[src/irs_pkg.sv]
package irs_pkg;

	localparam int MASK_W = 8;
	localparam int OP_W = 3;
	localparam int CPU_W = 3;
	localparam int SWI_W = 32;
	localparam int ROUTE_W = 64;
	localparam int CFG_ADDR_W = 4;

	localparam logic [OP_W-1:0] OP_EDGE = 3'd0;
	localparam logic [OP_W-1:0] OP_ENABLE = 3'd1;
	localparam logic [OP_W-1:0] OP_RAISE = 3'd2;
	localparam logic [OP_W-1:0] OP_ACK = 3'd3;
	localparam logic [OP_W-1:0] OP_READ = 3'd4;

	localparam logic [CFG_ADDR_W-1:0] ADDR_ROUTE_MAP = 4'h0;

	// One per-cpu entry of the state memory.
	typedef struct packed {
		logic [SWI_W-1:0]  swi;
		logic [MASK_W-1:0] pending;
		logic [MASK_W-1:0] raw;
	} cpu_entry_t;

endpackage

[src/irs_evt_if.sv]
interface irs_evt_if;
	import irs_pkg::*;

	logic              valid;
	logic              ready;
	logic [OP_W-1:0]   op;
	logic [MASK_W-1:0] rise_lines;
	logic [MASK_W-1:0] fall_lines;
	logic [MASK_W-1:0] enable_value;
	logic [MASK_W-1:0] target_cpus;
	logic [CPU_W-1:0]  cpu_number;
	logic [SWI_W-1:0]  swi_bits;

	modport source (
		output valid, op, rise_lines, fall_lines, enable_value, target_cpus, cpu_number,
			swi_bits,
		input ready
	);
	modport sink (
		input valid, op, rise_lines, fall_lines, enable_value, target_cpus, cpu_number,
			swi_bits,
		output ready
	);

endinterface

[src/irs_res_if.sv]
interface irs_res_if;
	import irs_pkg::*;

	logic              valid;
	logic              ready;
	logic [MASK_W-1:0] irq_assert;
	logic [MASK_W-1:0] irq_deassert;
	logic [MASK_W-1:0] wake_cpus;
	logic [MASK_W-1:0] masked_status;
	logic [MASK_W-1:0] enable_readback;

	modport source (
		output valid, irq_assert, irq_deassert, wake_cpus, masked_status, enable_readback,
		input ready
	);
	modport sink (
		input valid, irq_assert, irq_deassert, wake_cpus, masked_status, enable_readback,
		output ready
	);

endinterface

[src/interrupt_router_with_swi_top.sv]
// Interrupt router with software interrupts. Each transfer on evt carries one operation
// (line edges, enable write, software interrupt raise or acknowledge, or a read) and
// produces exactly one transfer on res with the irq assert, deassert and wakeup masks
// for the cpus and the resulting masked line status and enable mask. The route map is
// a 64-bit register on the APB port at address 0, byte i holding the cpu mask of line i;
// write it only while the block is idle. The per-cpu raw, pending and software interrupt
// state lives in one small synchronous memory that the engine walks one cpu entry per
// cycle, reading one entry and writing back the previous one. An item passes through the
// reads of all NUM_CPUS entries, the write back of the last entry, and a final state
// that folds the global line state into the result register. The final state waits
// while the output register still holds a result not yet taken. The input is ready
// again once the result is loaded, so a new item is taken even while that result still
// waits in the output register. The memory needs no clearing pass: one valid bit per
// entry, cleared by reset, makes an entry never written read as all zeros.
module interrupt_router_with_swi_top #(
	parameter int NUM_LINES = 8,
	parameter int NUM_CPUS = 8
) (
	input  logic                           clk,
	input  logic                           arst_n,
	input  logic                           psel,
	input  logic                           penable,
	input  logic                           pwrite,
	input  logic [irs_pkg::CFG_ADDR_W-1:0] paddr,
	input  logic [irs_pkg::ROUTE_W-1:0]    pwdata,
	output logic [irs_pkg::ROUTE_W-1:0]    prdata,
	output logic                           pready,
	irs_evt_if.sink                        evt,
	irs_res_if.source                      res
);
	import irs_pkg::*;

	// Route map to engine: user changes it only while no item is in flight (not enforced).
	logic [ROUTE_W-1:0] route_map;

	irs_apb_cfg u_cfg (
		.clk       (clk),
		.arst_n    (arst_n),
		.psel      (psel),
		.penable   (penable),
		.pwrite    (pwrite),
		.paddr     (paddr),
		.pwdata    (pwdata),
		.prdata    (prdata),
		.pready    (pready),
		.route_map (route_map)
	);

	// The engine owns the cpu state memory, the global line registers and the
	// result register that decouples the result transfer from the next item.
	irs_engine #(
		.NUM_LINES (NUM_LINES),
		.NUM_CPUS  (NUM_CPUS)
	) u_engine (
		.clk       (clk),
		.arst_n    (arst_n),
		.route_map (route_map),
		.evt       (evt),
		.res       (res)
	);

endmodule

[src/irs_apb_cfg.sv]
module irs_apb_cfg (
	input  logic                           clk,
	input  logic                           arst_n,
	input  logic                           psel,
	input  logic                           penable,
	input  logic                           pwrite,
	input  logic [irs_pkg::CFG_ADDR_W-1:0] paddr,
	input  logic [irs_pkg::ROUTE_W-1:0]    pwdata,
	output logic [irs_pkg::ROUTE_W-1:0]    prdata,
	output logic                           pready,
	output logic [irs_pkg::ROUTE_W-1:0]    route_map
);
	import irs_pkg::*;

	logic [ROUTE_W-1:0] route_map_q;
	logic               wr_en;

	assign pready = 1'b1;
	assign wr_en = psel && penable && pwrite && pready;

	always_ff @(posedge clk or negedge arst_n) begin
		if (!arst_n) begin
			route_map_q <= '0;
		end else if (wr_en && paddr == ADDR_ROUTE_MAP) begin
			route_map_q <= pwdata;
		end
	end

	assign prdata = (paddr == ADDR_ROUTE_MAP) ? route_map_q : '0;
	assign route_map = route_map_q;

endmodule

[src/irs_engine.sv]
module irs_engine #(
	parameter int NUM_LINES = 8,
	parameter int NUM_CPUS = 8
) (
	input  logic                        clk,
	input  logic                        arst_n,
	input  logic [irs_pkg::ROUTE_W-1:0] route_map,
	irs_evt_if.sink                     evt,
	irs_res_if.source                   res
);
	import irs_pkg::*;

	localparam int CW = (NUM_CPUS > 1) ? $clog2(NUM_CPUS) : 1;
	localparam int CNTW = $clog2(NUM_CPUS + 1);
	localparam logic [MASK_W-1:0] LINE_MASK = MASK_W'((9'd1 << NUM_LINES) - 9'd1);

	typedef enum logic [1:0] {
		ST_IDLE,
		ST_RUN,
		ST_FIN
	} state_t;

	typedef struct packed {
		cpu_entry_t entry;
		logic       up;
		logic       down;
		logic       wake;
	} cpu_res_t;

	// Per-cpu read-modify-write step for one item.
	function automatic cpu_res_t cpu_step(
		input cpu_entry_t        e,
		input logic [OP_W-1:0]   op,
		input logic [MASK_W-1:0] rise,
		input logic [MASK_W-1:0] fall,
		input logic [MASK_W-1:0] en,
		input logic [MASK_W-1:0] new_en,
		input logic [MASK_W-1:0] col,
		input logic              tgt_hit,
		input logic              ack_hit,
		input logic [SWI_W-1:0]  bits
	);
		cpu_res_t          r;
		logic [MASK_W-1:0] raw;
		logic [MASK_W-1:0] pend;
		logic [SWI_W-1:0]  swi;
		logic              up;
		logic              down;
		r = '0;
		raw = e.raw;
		pend = e.pending;
		swi = e.swi;
		up = 1'b0;
		down = 1'b0;
		unique case (op)
			OP_EDGE: begin
				for (int i = 0; i < MASK_W; i++) begin
					if (rise[i] && col[i]) begin
						raw[i] = 1'b1;
						if (en[i]) begin
							if (pend == '0) up = 1'b1;
							pend[i] = 1'b1;
						end
					end else if (fall[i] && col[i]) begin
						raw[i] = 1'b0;
						if (en[i]) begin
							pend[i] = 1'b0;
							if (pend == '0) down = 1'b1;
						end
					end
				end
				if (swi == '0) begin
					r.up = up;
					r.wake = up;
					r.down = !up && down;
				end
			end
			OP_ENABLE: begin
				if (swi == '0) begin
					r.up = (pend == '0) && ((raw & new_en) != '0);
					r.down = (pend != '0) && ((raw & new_en) == '0);
				end
				pend = raw & new_en;
			end
			OP_RAISE: begin
				if (tgt_hit) begin
					swi = swi | bits;
					if (pend == '0) begin
						r.up = 1'b1;
						r.wake = 1'b1;
					end
				end
			end
			OP_ACK: begin
				if (ack_hit && swi != '0) begin
					swi = swi & ~bits;
					if (pend == '0 && swi == '0) r.down = 1'b1;
				end
			end
			default: begin
			end
		endcase
		r.entry.raw = raw;
		r.entry.pending = pend;
		r.entry.swi = swi;
		return r;
	endfunction

	state_t            state_q;
	logic [CNTW-1:0]   rd_cnt_q;
	logic              rd_valid_s1;
	logic [CW-1:0]     idx_s1;
	logic              vld_s1;
	cpu_entry_t        rdata_s1;
	logic [NUM_CPUS-1:0] vld_q;

	logic [OP_W-1:0]   op_q;
	logic [MASK_W-1:0] rise_q;
	logic [MASK_W-1:0] fall_q;
	logic [MASK_W-1:0] new_en_q;
	logic [MASK_W-1:0] tgt_q;
	logic [CPU_W-1:0]  cpu_q;
	logic [SWI_W-1:0]  bits_q;

	logic [MASK_W-1:0] line_raw_q;
	logic [MASK_W-1:0] line_en_q;
	logic [MASK_W-1:0] up_acc_q;
	logic [MASK_W-1:0] down_acc_q;
	logic [MASK_W-1:0] wake_acc_q;

	logic              out_valid_q;
	logic [MASK_W-1:0] out_assert_q;
	logic [MASK_W-1:0] out_deassert_q;
	logic [MASK_W-1:0] out_wake_q;
	logic [MASK_W-1:0] out_status_q;
	logic [MASK_W-1:0] out_en_q;

	cpu_entry_t        mem [NUM_CPUS];

	logic              accept;
	logic              rd_en;
	logic              out_free;
	logic [CPU_W-1:0]  cpu_s1;
	logic [MASK_W-1:0] col;
	cpu_entry_t        cur;
	cpu_res_t          step;
	logic [MASK_W-1:0] cpu_bit;
	logic [MASK_W-1:0] raw_next;
	logic [MASK_W-1:0] en_next;

	assign evt.ready = (state_q == ST_IDLE);
	assign accept = evt.valid && evt.ready;
	assign rd_en = (state_q == ST_RUN) && (rd_cnt_q < CNTW'(NUM_CPUS));
	assign out_free = !out_valid_q || res.ready;

	assign cpu_s1 = CPU_W'(idx_s1);
	assign cpu_bit = MASK_W'(1) << cpu_s1;
	assign cur = vld_s1 ? rdata_s1 : '0;

	always_comb begin
		for (int i = 0; i < MASK_W; i++) begin
			col[i] = route_map[6'(8 * i) + 6'(cpu_s1)];
		end
	end

	assign step = cpu_step(cur, op_q, rise_q, fall_q, line_en_q, new_en_q, col,
		tgt_q[cpu_s1], cpu_q == cpu_s1, bits_q);

	assign raw_next = (op_q == OP_EDGE) ? ((line_raw_q | rise_q) & ~(fall_q & ~rise_q))
		: line_raw_q;
	assign en_next = (op_q == OP_ENABLE) ? new_en_q : line_en_q;

	// State memory: registered read, write back from the update stage.
	always_ff @(posedge clk) begin
		if (rd_en) begin
			rdata_s1 <= mem[rd_cnt_q[CW-1:0]];
		end
		if (rd_valid_s1) begin
			mem[idx_s1] <= step.entry;
		end
	end

	always_ff @(posedge clk) begin
		if (accept) begin
			op_q <= evt.op;
			rise_q <= evt.rise_lines & LINE_MASK;
			fall_q <= evt.fall_lines & LINE_MASK;
			new_en_q <= evt.enable_value;
			tgt_q <= evt.target_cpus;
			cpu_q <= evt.cpu_number;
			bits_q <= evt.swi_bits;
		end
		if (rd_en) begin
			idx_s1 <= rd_cnt_q[CW-1:0];
		end
	end

	always_ff @(posedge clk or negedge arst_n) begin
		if (!arst_n) begin
			state_q <= ST_IDLE;
			rd_cnt_q <= '0;
			rd_valid_s1 <= 1'b0;
			vld_s1 <= 1'b0;
			vld_q <= '0;
			line_raw_q <= '0;
			line_en_q <= '0;
			up_acc_q <= '0;
			down_acc_q <= '0;
			wake_acc_q <= '0;
			out_valid_q <= 1'b0;
			out_assert_q <= '0;
			out_deassert_q <= '0;
			out_wake_q <= '0;
			out_status_q <= '0;
			out_en_q <= '0;
		end else begin
			// In the final state the result register is reloaded instead.
			if (out_valid_q && res.ready && state_q != ST_FIN) out_valid_q <= 1'b0;
			rd_valid_s1 <= rd_en;
			if (rd_en) begin
				vld_s1 <= vld_q[rd_cnt_q[CW-1:0]];
				rd_cnt_q <= rd_cnt_q + CNTW'(1);
			end
			if (rd_valid_s1) begin
				vld_q[idx_s1] <= 1'b1;
				if (step.up) up_acc_q <= up_acc_q | cpu_bit;
				if (step.down) down_acc_q <= down_acc_q | cpu_bit;
				if (step.wake) wake_acc_q <= wake_acc_q | cpu_bit;
			end
			unique case (state_q)
				ST_IDLE: begin
					if (accept) begin
						rd_cnt_q <= '0;
						up_acc_q <= '0;
						down_acc_q <= '0;
						wake_acc_q <= '0;
						state_q <= ST_RUN;
					end
				end
				ST_RUN: begin
					if (rd_valid_s1 && idx_s1 == CW'(NUM_CPUS - 1)) state_q <= ST_FIN;
				end
				ST_FIN: begin
					if (out_free) begin
						line_raw_q <= raw_next;
						line_en_q <= en_next;
						out_valid_q <= 1'b1;
						out_assert_q <= up_acc_q;
						out_deassert_q <= down_acc_q;
						out_wake_q <= wake_acc_q;
						out_status_q <= raw_next & en_next;
						out_en_q <= en_next;
						state_q <= ST_IDLE;
					end
				end
				default: state_q <= ST_IDLE;
			endcase
		end
	end

	assign res.valid = out_valid_q;
	assign res.irq_assert = out_assert_q;
	assign res.irq_deassert = out_deassert_q;
	assign res.wake_cpus = out_wake_q;
	assign res.masked_status = out_status_q;
	assign res.enable_readback = out_en_q;

endmodule

[src/flat_wrapper.sv]
// flat-port wrapper written by rule: the top's interface ports become plain ports
module interrupt_router_with_swi_top_flat import irs_pkg::*;
#(
	parameter int NUM_LINES = 8,
	parameter int NUM_CPUS = 8
)
  (clk, arst_n, psel, penable, pwrite, paddr, pwdata, prdata, pready, evt_valid, evt_op, evt_rise_lines, evt_fall_lines, evt_enable_value, evt_target_cpus, evt_cpu_number, evt_swi_bits, evt_ready, res_valid, res_irq_assert, res_irq_deassert, res_wake_cpus, res_masked_status, res_enable_readback, res_ready);
  irs_evt_if evt_i ();
  irs_res_if res_i ();
  input  logic clk;
  input  logic arst_n;
  input  logic psel;
  input  logic penable;
  input  logic pwrite;
  input  logic [irs_pkg::CFG_ADDR_W-1:0] paddr;
  input  logic [irs_pkg::ROUTE_W-1:0] pwdata;
  output logic [irs_pkg::ROUTE_W-1:0] prdata;
  output logic pready;
  input wire logic [$bits(evt_i.valid)-1:0] evt_valid;
  input wire logic [$bits(evt_i.op)-1:0] evt_op;
  input wire logic [$bits(evt_i.rise_lines)-1:0] evt_rise_lines;
  input wire logic [$bits(evt_i.fall_lines)-1:0] evt_fall_lines;
  input wire logic [$bits(evt_i.enable_value)-1:0] evt_enable_value;
  input wire logic [$bits(evt_i.target_cpus)-1:0] evt_target_cpus;
  input wire logic [$bits(evt_i.cpu_number)-1:0] evt_cpu_number;
  input wire logic [$bits(evt_i.swi_bits)-1:0] evt_swi_bits;
  output wire logic [$bits(evt_i.ready)-1:0] evt_ready;
  output wire logic [$bits(res_i.valid)-1:0] res_valid;
  output wire logic [$bits(res_i.irq_assert)-1:0] res_irq_assert;
  output wire logic [$bits(res_i.irq_deassert)-1:0] res_irq_deassert;
  output wire logic [$bits(res_i.wake_cpus)-1:0] res_wake_cpus;
  output wire logic [$bits(res_i.masked_status)-1:0] res_masked_status;
  output wire logic [$bits(res_i.enable_readback)-1:0] res_enable_readback;
  input wire logic [$bits(res_i.ready)-1:0] res_ready;
  assign evt_i.valid = evt_valid;
  assign evt_i.op = evt_op;
  assign evt_i.rise_lines = evt_rise_lines;
  assign evt_i.fall_lines = evt_fall_lines;
  assign evt_i.enable_value = evt_enable_value;
  assign evt_i.target_cpus = evt_target_cpus;
  assign evt_i.cpu_number = evt_cpu_number;
  assign evt_i.swi_bits = evt_swi_bits;
  assign evt_ready = evt_i.ready;
  assign res_valid = res_i.valid;
  assign res_irq_assert = res_i.irq_assert;
  assign res_irq_deassert = res_i.irq_deassert;
  assign res_wake_cpus = res_i.wake_cpus;
  assign res_masked_status = res_i.masked_status;
  assign res_enable_readback = res_i.enable_readback;
  assign res_i.ready = res_ready;
  interrupt_router_with_swi_top #(.NUM_LINES(NUM_LINES), .NUM_CPUS(NUM_CPUS)) u_core (.clk(clk), .arst_n(arst_n), .psel(psel), .penable(penable), .pwrite(pwrite), .paddr(paddr), .pwdata(pwdata), .prdata(prdata), .pready(pready), .evt(evt_i), .res(res_i));
endmodule
[config.mk]
export PLATFORM = sky130hd
export DESIGN_NAME = interrupt_router_with_swi_top_flat
export DESIGN_NICKNAME = d
export VERILOG_FILES = /design/src/irs_pkg.sv /design/src/irs_evt_if.sv /design/src/irs_res_if.sv /design/src/interrupt_router_with_swi_top.sv /design/src/irs_apb_cfg.sv /design/src/irs_engine.sv /design/src/flat_wrapper.sv
export SDC_FILE = /design/constraint.sdc
export NUM_CORES = 1
export LEC_CHECK = 0
export BUFFER_PORTS_ARGS = -buffer_cell sky130_fd_sc_hd__clkbuf_2
export CAP_MARGIN = 20
export CORE_MARGIN = 5
export CORE_UTILIZATION = 35
export DETAILED_ROUTE_END_ITERATION = 8
export HOLD_SLACK_MARGIN = 0.08
export PLACE_DENSITY = 0.57
export SYNTH_ARGS = -nofsm -noshare
export SYNTH_HDL_FRONTEND = slang
export SYNTH_SLANG_ARGS = --single-unit
export TNS_END_PERCENT = 10
[constraint.sdc]
create_clock -name clk -period 6.15 [get_ports clk]
set_clock_uncertainty 0.15 [all_clocks]
set_input_delay 0.9225 -clock clk [delete_from_list [all_inputs] [get_ports clk]]
set_output_delay 0.9225 -clock clk [all_outputs]
set_load 0.03 [all_outputs]
==> results of run 1 <==
[worst reg2reg max path, cell delays in order (launching register included)]
cell      delay [ns]
edfxtp_1        0.43
nor4_1          0.48
nand4_1         0.17
o21ai_0         0.93
and2_1          0.39
nand2_1         0.08
a31oi_1         0.17
a31oi_1         0.06
a2111o_1        0.59
a21oi_1         0.21
[final cells by class]
type                       instances  share of cell area (%)
tap                             1040                    4.07
clock buffer                      92                    6.29
multi-input combinational        900                    24.2
sequential                       658                    59.4
inverter                          44                   0.520
clock inverter                    41                   0.810
timing repair buffer             276                    4.71
[stage by stage]
| stage | area [sq um] | instances | hold slack, ns | total power [mW] | worst slack (ns) |
|---|---|---|---|---|---|
| 2_1_floorplan | 27200 | 1691 | 0.273 | 10.2 | 0.646 |
| 3_3_place_gp | 29600 | 2915 | 0.296 | 11.7 | 2.16 |
| 3_5_place_dp | 29600 | 2915 | 0.302 | 11.8 | 2.09 |
| 4_1_cts | 31900 | 3048 | 0.290 | 16.0 | 2.06 |
| 5_1_grt | 32000 | 3051 | 0.304 | 16.6 | 2.24 |
| 6_report | 32000 | 3051 | 0.241 | 15.8 | 2.40 |
[cells in the mapped netlist, types with 7 or more instances]
library cell	number	area, sq um
edfxtp_1	505	15200
nand2_1	178	668
dfrtp_1	153	3830
mux2_2	139	1570
mux4_2	104	2340
and2_1	68	425
o21ai_0	66	330
clkbuf_1	64	240
nand3_1	50	250
a22oi_1	44	330
inv_1	43	161
nor2_1	38	143
a21oi_1	25	125
o22ai_1	19	119
buf_1	18	67.6
o31ai_1	17	128
nor4_1	15	93.8
mux2i_1	12	120
or2_2	11	68.8
a32o_1	10	100
nand2b_1	8	50.1
nor3_1	7	35.0
or3_1	7	43.8
[state kept, by name, summed over array words and instances, names as in the netlist, 4 cells and up]
signal,count
u_core.u_engine.new_en_q,8
u_core.u_engine.rdata_s1,48
u_core.u_engine.rise_q,8
u_core.u_engine.res.irq_deassert,8
u_core.u_engine.wake_acc_q,8
u_core.u_engine.rd_cnt_q,4
u_core.u_cfg.route_map,64
u_core.u_engine.up_acc_q,8
u_core.u_engine.down_acc_q,8
u_core.u_engine.res.enable_readback,8
u_core.u_engine.tgt_q,8
u_core.u_engine.line_raw_q,8
u_core.u_engine.res.wake_cpus,8
u_core.u_engine.res.masked_status,8
u_core.u_engine.mem,384
u_core.u_engine.vld_q,8
u_core.u_engine.fall_q,8
u_core.u_engine.bits_q,32
u_core.u_engine.res.irq_assert,8
[report_power, final]
group,internal (mW),switching (mW),leakage [nW]
Sequential,6.61,0.795,6.59
Clock,2.40,1.72,1.11
Combinational,1.75,2.53,4.06
Total,10.8,5.04,11.8
[worst paths after layout]
| check | depth (start not counted) | slack, ns | startpoint | end |
|---|---|---|---|---|
| max in group asynchronous | 2 | 4.25 | arst_n | u_core.u_engine.state_q[1] |
| worst max-delay path | 9 | 2.40 | u_core.u_engine.rdata_s1[33] | u_core.u_engine.down_acc_q[2] |
| worst min register to register | 1 | 0.31 | u_core.u_engine.vld_q[6] | u_core.u_engine.vld_q[6] |
| worst max register to register | 9 | 2.40 | u_core.u_engine.rdata_s1[33] | u_core.u_engine.down_acc_q[2] |
| worst min-delay path | 1 | 0.24 | arst_n | u_core.u_cfg.route_map[36] |
| min in group clk | 1 | 0.31 | u_core.u_engine.vld_q[6] | u_core.u_engine.vld_q[6] |
[per-layer routing]
layer	global-route usage, %	share of wire, %	vias up
li1	-	-	7094
met1	23.0	42	8170
met2	27.3	47	676
met3	3.48	7.6	103
met4	4.64	2.6	2
met5	0	0.018	-
[kinds of logic after synthesis]
kind of cell | Yosys count | synth area share, %
muxes | 255 | 14.8
DFF | 658 | 69.9
other | 1 | 0.0138
adders and majority gates | 1 | 0.0461
and+or+nand+nor | 404 | 7.17
AOI/OAI and AO/OA | 234 | 5.93
buffers and inverters | 133 | 1.92
xor gates and xnor gates | 5 | 0.161
==> metrics.csv, run 1 <==
metric,value,unit
status,completed,
leakage power,11.8,nW
mean area per synthesized cell,16.1,sq um
"Worst Path Class, Setup",reg2reg,
antenna violation net count after detailed routing,0,
count of warnings emitted by yosys,0,
final hold viol count,0,
number of detailed-routing iterations run before antenna repair,5,
number of buffers and inverters on the critical path,0,
clock root buffer,clkbuf_16,
global-route usage over all layers,16.8,%
Mapped Nets,1837,
cell with the largest stage delay on the worst path,o21ai_0,
period utilisation layout,61.0,%
Seq cells post-synth,658,
crit end category,register,
grt ovf,0,
"commonest non-fill, non-tap cell in the layout",edfxtp_1,
effective utilization at floorplan,35.2,%
number of buffers created by CTS,72,
number of top-level pins,252,
area of the die,83300,sq um
count of standard-cell rows,102,
worst hold-check path type,in2async,
maximum number of buffers from clock root to sink,3,
HPWL after detailed placement,44700,microns
largest net degree at the start of global routing,100,
most frequent cells in the layout,"505 x edfxtp_1, 249 x clkbuf_2, 178 x nand2_1",
CP Cell Sequence,"nor4_1, nand4_1, o21ai_0, and2_1, nand2_1, a31oi_1, a31oi_1, a2111o_1, a21oi_1",
number of antenna violations at the first check in global routing,2,
Rel. slew slack,22.1,%
RD Place Congestion,0.910,
placeable core region,77200,sq um
number of unique standard cell types used by synthesis,70,
most common flop cell mapped by yosys,edfxtp_1,
overall die height,289,microns
power density of the placed cells,494,nW/um^2
data arrival time of the worst path,4.13,ns
proportion of synthesized flip-flops having asynchronous set or reset,23.3,%
area of the mapped netlist,27200,sq um
net count reported at finish,2098,
area overhead of the layout relative to synthesis,17.8,%
highest cell delay on the worst timing path,0.93,ns
Mapped Cells,1691,
kind of cell adding the most delay to the critical path,compound AO/OA/AOI/OAI gates,
area of the multi-input gates,7730,sq um
count of antenna diodes in the layout,0,
timing-limited maximum frequency,266,MHz
Post-CTS Repair Setup Buffers,0,
via total after detailed routing,16000,
register area share after synthesis,69.9,%
drc violations,0,
first-pass GRT wire length,106000,microns
Worst Max-Slew Pin Slew,1.16,ns
Filler Cells Inserted,6963,
Max Cap Violations,0,
clk slew on worst S/H paths,0.06,ns
number of flops mapped to enable cells by yosys,505,
clock insertion delay at the later pin of the skew report,0.60,ns
nature of the critical path startpoint,register,
number of global-route vias before repair,16400,
routed length per placed instance,23.2,microns
IR Drop Worst-Case VDD,0.322,mV
Die Wd,289,microns
cell occurring most often along the worst timing path,a31oi_1,
data required time of the worst path,6.52,ns
final setup violating endpoints,0,
Avg Vias per Cell,5.26,
CTS H-Tree Depth,3,
WL final,70900,microns
post-CTS sizing,0,
Register Area,19000,sq um
total number of clock tree sinks,658,
DRC violation total after the first TritonRoute iteration,1443,
Setup TNS,0,ns
number of slew-limit violations in the final report,0,
fraction of layout cells with a size suffix above 1,32.9,%
time the worst path needs with I/O delays and setup,3.75,ns
Post-CTS Hold Fix Bufs,0,
maximum fanout along the worst path,8,
total of buffers placed on input and output ports,250,
unrepaired setup endpoints after global routing,false,
final core occ,41.4,%
clock tree from TritonCTS,done,
Note: power is estimated with default switching activity, not from simulation.
==> run 2, diff against run 1 <==
clock period = 3.65 ns   (was 6.15 ns; I/O delays follow)
==> metrics.csv, run 2 (synthesis gave the netlist of run 1 again) <==
metric,value,unit
drc violations,0,
register containing the most flip-flops in the final layout,u_core.u_engine.mem,
slack of the worst reg-to-reg path,0.14,ns
first-pass GRT wire length,109000,microns
maximum fanout along the worst path,9,
area of the die,83300,sq um
clock insertion delay at the later pin of the skew report,0.61,ns
clock tree from TritonCTS,done,
cell with the largest stage delay on the worst path,mux4_2,
maximum number of buffers from clock root to sink,3,
total length of routed met2 wires,34900,microns
top layer used by detailed routing,met4,
IR Drop Worst-Case VDD,0.570,mV
clock root buffer,clkbuf_16,
capturing point of the worst reg2reg path,u_core.u_engine.wake_acc_q[0],
area of the multi-input gates,7740,sq um
nature of the critical path startpoint,register,
final hold viol count,0,
number of slew-limit violations in the final report,0,
HPWL after detailed placement,46500,microns
timing-limited maximum frequency,285,MHz
effective utilization at floorplan,35.2,%
critical register-to-register path startpoint,u_core.u_engine.cpu_s1[0],
Worst Hold End,u_core.u_engine.res.valid,
number of antenna violations at the first check in global routing,3,
data required time of the worst path,3.99,ns
Max Cap Violations,0,
clk slew on worst S/H paths,0.06,ns
global-route usage over all layers,17.2,%
number of global-route vias before repair,17000,
unrepaired setup endpoints after global routing,false,
power density of the placed cells,801,nW/um^2
Register Area,19000,sq um
number of detailed-routing iterations run before antenna repair,5,
leakage power,12.5,nW
total number of clock tree sinks,658,
hold slack final,0.145,ns
Filler Cells Inserted,6798,
status,completed,
count of standard-cell rows,102,
"crit path setup slack, layout",0.138,ns
fin area,33600,sq um
final setup violating endpoints,0,
"commonest non-fill, non-tap cell in the layout",edfxtp_1,
Post-CTS Repair Setup Buffers,0,
RD Place Congestion,0.958,
total of buffers placed on input and output ports,250,
placeable core region,77200,sq um
final core occ,43.6,%
via total after detailed routing,16500,
DRC violation total after the first TritonRoute iteration,1490,
standard cell area after detailed placement,30100,sq um
CTS H-Tree Depth,3,
startpoint of the lowest-slack hold path,res_ready,
largest net degree at the start of global routing,69,
worst setup timing slack at the placement stage,0.0920,ns
routed length on met3,4270,microns
number of buffers created by CTS,70,
routed length per placed instance,22.9,microns
WL final,73300,microns
data arrival time of the worst path,3.85,ns
time the worst path needs with I/O delays and setup,3.51,ns
Reg2Reg Depth,9,
instance count along the most critical hold path,3,
crit end category,register,
highest cell delay on the worst timing path,0.56,ns
fraction of layout cells with a size suffix above 1,31.7,%
net count reported at finish,2253,
number of top-level pins,252,
CP Cell Sequence,"mux4_2, mux2_2, and3_4, or2_1, nor4b_1, and3_1, o31ai_4, a21o_4, o41ai_2",
"flip-flop count of the largest register, all copies and words added",384,
period utilisation layout,96.2,%
Worst Max-Slew Pin Slew,1.02,ns
area overhead of the layout relative to synthesis,23.9,%
"Worst Path Class, Setup",reg2reg,
Rel. slew slack,32.3,%
grt ovf,0,
length of routed wiring on met1,32000,microns
Die Wd,289,microns
antenna violation net count after detailed routing,0,
Avg Vias per Cell,5.16,
most frequent cells in the layout,"505 x edfxtp_1, 249 x clkbuf_2, 178 x nand2_1",
worst hold-check path type,in2reg,
overall die height,289,microns
[run 2: stage by stage]
step                total power [mW]  cells  setup TNS (ns)
floorplan                       17.2   1691         -149.53
global placement                20.0   2939               0
detailed placement              20.2   2939               0
CTS                             27.3   3198               0
global route                    28.3   3201               0
finish                          27.0   3201               0
[run 2: worst max-delay path by stage]
stage | start | end | slack (ns) | cells after the start
floorplan | u_core.u_engine.cpu_s1[1] | u_core.u_engine.down_acc_q[0] | -1.42 | 6
global placement | u_core.u_engine.cpu_s1[0] | u_core.u_engine.wake_acc_q[0] | 0.19 | 10
detailed placement | u_core.u_engine.cpu_s1[0] | u_core.u_engine.wake_acc_q[0] | 0.09 | 10
CTS | u_core.u_engine.cpu_s1[0] | u_core.u_engine.wake_acc_q[0] | 0.06 | 10
global route | u_core.u_engine.cpu_s1[0] | u_core.u_engine.wake_acc_q[3] | 0.03 | 10
finish | u_core.u_engine.cpu_s1[0] | u_core.u_engine.wake_acc_q[0] | 0.14 | 9
[run 2: timing repair]
action	CTS	global route
hold buffers	136	0
endpoints found under the setup margin	0	8
endpoints found under the hold margin	190	0
gates resized for setup	0	3
[run 2: routing by layer]
metal | vias up | global-route usage [%]
li1 | 7400 | -
met5 | - | 0
met4 | 0 | 5.08
met2 | 597 | 28.4
met3 | 120 | 2.98
met1 | 8394 | 23.4
[run 2: worst max-delay path: cells and delay by family, from the launching register on]
family | cells | cell delay (ns)
multiplexers | 2 | 0.91
AND/OR/NAND/NOR | 4 | 1.18
AO/OA/AOI/OAI | 3 | 0.68
flip-flops | 1 | 0.48
[run 2: where the power goes]
group / total [mW] / internal (mW) / switching (mW)
clock: 6.85 / 3.95 / 2.89
sequential: 12.4 / 11.1 / 1.24
combinational: 7.74 / 3.25 / 4.50
total: 27.0 / 18.3 / 8.63
[run 2: cell type report]
| type | instances | share of cell area [%] |
|---|---|---|
| well taps | 1040 | 3.87 |
| repair buffers | 433 | 9.59 |
| clock buffers | 87 | 5.58 |
| flip-flops and latches | 658 | 56.5 |
| clock inverters | 36 | 0.945 |
| inverters | 44 | 0.495 |
| multi-input cells | 900 | 23.0 |
| diodes | 3 | 0.0223 |
==> run 3, diff against run 2 <==
MAX_ROUTING_LAYER = met4   (was not set)
==> metrics.csv, run 3 (synthesis gave the netlist of run 1 again) <==
metric,value,unit
maximum fanout along the worst path,9,
period utilisation layout,96.0,%
RD Place Congestion,0.976,
HPWL after detailed placement,46500,microns
number of global-route vias before repair,17000,
number of slew-limit violations in the final report,0,
Filler Cells Inserted,6798,
IR Drop Worst-Case VDD,0.570,mV
grt ovf,0,
clock insertion delay at the later pin of the skew report,0.61,ns
fraction of layout cells with a size suffix above 1,31.7,%
WL final,73300,microns
via total after detailed routing,16600,
largest net degree at the start of global routing,69,
number of detailed-routing iterations run before antenna repair,5,
highest cell delay on the worst timing path,0.56,ns
clock tree from TritonCTS,done,
Setup TNS,0,ns
antenna violation net count after detailed routing,0,
CTS H-Tree Depth,3,
drc violations,0,
"flip-flop count of the largest register, all copies and words added",384,
number of top-level pins,252,
first-pass GRT wire length,109000,microns
routed length per placed instance,22.9,microns
data required time of the worst path,3.99,ns
register containing the most flip-flops in the final layout,u_core.u_engine.mem,
final setup violating endpoints,0,
final hold viol count,0,
area overhead of the layout relative to synthesis,23.9,%
power density of the placed cells,801,nW/um^2
maximum number of buffers from clock root to sink,3,
Avg Vias per Cell,5.19,
clk slew on worst S/H paths,0.06,ns
kind of cell adding the most delay to the critical path,simple AND/OR/NAND/NOR gates,
"commonest non-fill, non-tap cell in the layout",edfxtp_1,
hold slack final,0.145,ns
effective utilization at floorplan,35.2,%
CP Cell Sequence,"mux4_2, mux2_2, and3_4, or2_1, nor4b_1, and3_1, o31ai_4, a21o_4, o41ai_2",
unrepaired setup endpoints after global routing,false,
"Worst Path Class, Setup",reg2reg,
worst hold-check path type,in2reg,
nature of the critical path startpoint,register,
Die Wd,289,microns
Total Power,27.0,mW
leakage power,12.5,nW
Worst Max-Slew Pin Slew,1.00,ns
area of the die,83300,sq um
number of buffers created by CTS,70,
total number of clock tree sinks,658,
overall die height,289,microns
most frequent cells in the layout,"505 x edfxtp_1, 249 x clkbuf_2, 178 x nand2_1",
net count reported at finish,2253,
placeable core region,77200,sq um
status,completed,
DRC violation total after the first TritonRoute iteration,1415,
clock root buffer,clkbuf_16,
timing-limited maximum frequency,285,MHz
number of buffers and inverters on the critical path,0,
number of antenna violations at the first check in global routing,3,
crit end category,register,
cell with the largest stage delay on the worst path,mux4_2,
Rel. slew slack,32.5,%
data arrival time of the worst path,3.85,ns
count of standard-cell rows,102,
Max Cap Violations,0,
total of buffers placed on input and output ports,250,
global-route usage over all layers,17.7,%
time the worst path needs with I/O delays and setup,3.50,ns
## run 3: cell counts in the layout (fill, tap and decap cells not counted)
No cell type changed its count.
## run 3: report_power, final
group          internal [mW]  leakage, nW  total (mW)  switching [mW]
Combinational           3.25         4.80        7.75            4.50
Sequential              11.1         6.59        12.4            1.25
Clock                   3.95         1.07        6.85            2.89
## run 3: worst register-to-register path: cells and delay by family (launching register included)
| family | cells | cell delay, ns |
|---|---|---|
| AND/OR/NAND/NOR | 4 | 1.18 |
| flip-flops | 1 | 0.48 |
| multiplexers | 2 | 0.91 |
| AO/OA/AOI/OAI | 3 | 0.68 |
## run 3: metrics by stage
step                      setup slack, ns  std cells  utilization [%]  cell area (sq um)
after global routing               0.0330       3201             43.6              33600
after floorplan                     -1.42       1691                -              27200
after detailed placement           0.0920       2939             38.9              30100
after global placement              0.190       2939             38.9              30100
after CTS                          0.0594       3198             43.5              33600
final                               0.145       3201             43.6              33600
## run 3: cell type report
| class | instances | area [sq um] | area share [%] |
|---|---|---|---|
| sequential | 658 | 19000 | 56.5 |
| multi-input combinational | 900 | 7740 | 23.0 |
| timing repair buffer | 433 | 3230 | 9.59 |
| clock buffer | 87 | 1880 | 5.58 |
| tap | 1040 | 1300 | 3.87 |
| clock inverter | 36 | 318 | 0.945 |
| inverter | 44 | 166 | 0.495 |
| antenna | 3 | 7.51 | 0.0223 |
## run 3: path summary, 6_finish.rpt
path	start	to	slack (ns)	cells after the start
max	u_core.u_engine.cpu_s1[0]	u_core.u_engine.wake_acc_q[0]	0.15	9
min	res_ready	u_core.u_engine.res.valid	0.14	3
max reg2reg	u_core.u_engine.cpu_s1[0]	u_core.u_engine.wake_acc_q[0]	0.15	9
min reg2reg	u_core.u_engine.vld_q[0]	u_core.u_engine.vld_q[0]	0.31	1
max in group asynchronous	arst_n	u_core.u_engine.res.masked_status[3]	2.11	3
min in group asynchronous	arst_n	u_core.u_cfg.route_map[24]	0.35	2
## run 3: routing by layer
| metal | global-route usage [%] | wire, microns | up-vias |
|---|---|---|---|
| li1 | - | - | 7411 |
| met1 | 23.5 | 32000 | 8469 |
| met2 | 28.4 | 35000 | 620 |
| met3 | 2.87 | 4370 | 115 |
| met4 | 4.91 | 1930 | 0 |
| met5 | - | 0 | - |
## run 3: repair_timing
action / 4_1_cts / 5_1_grt
hold buffers: 136 / 0
hold endpoints to repair: 190 / 0
setup buffers: 0 / 0
endpoints found under the setup margin: 0 / 8
gates resized for setup: 0 / 3
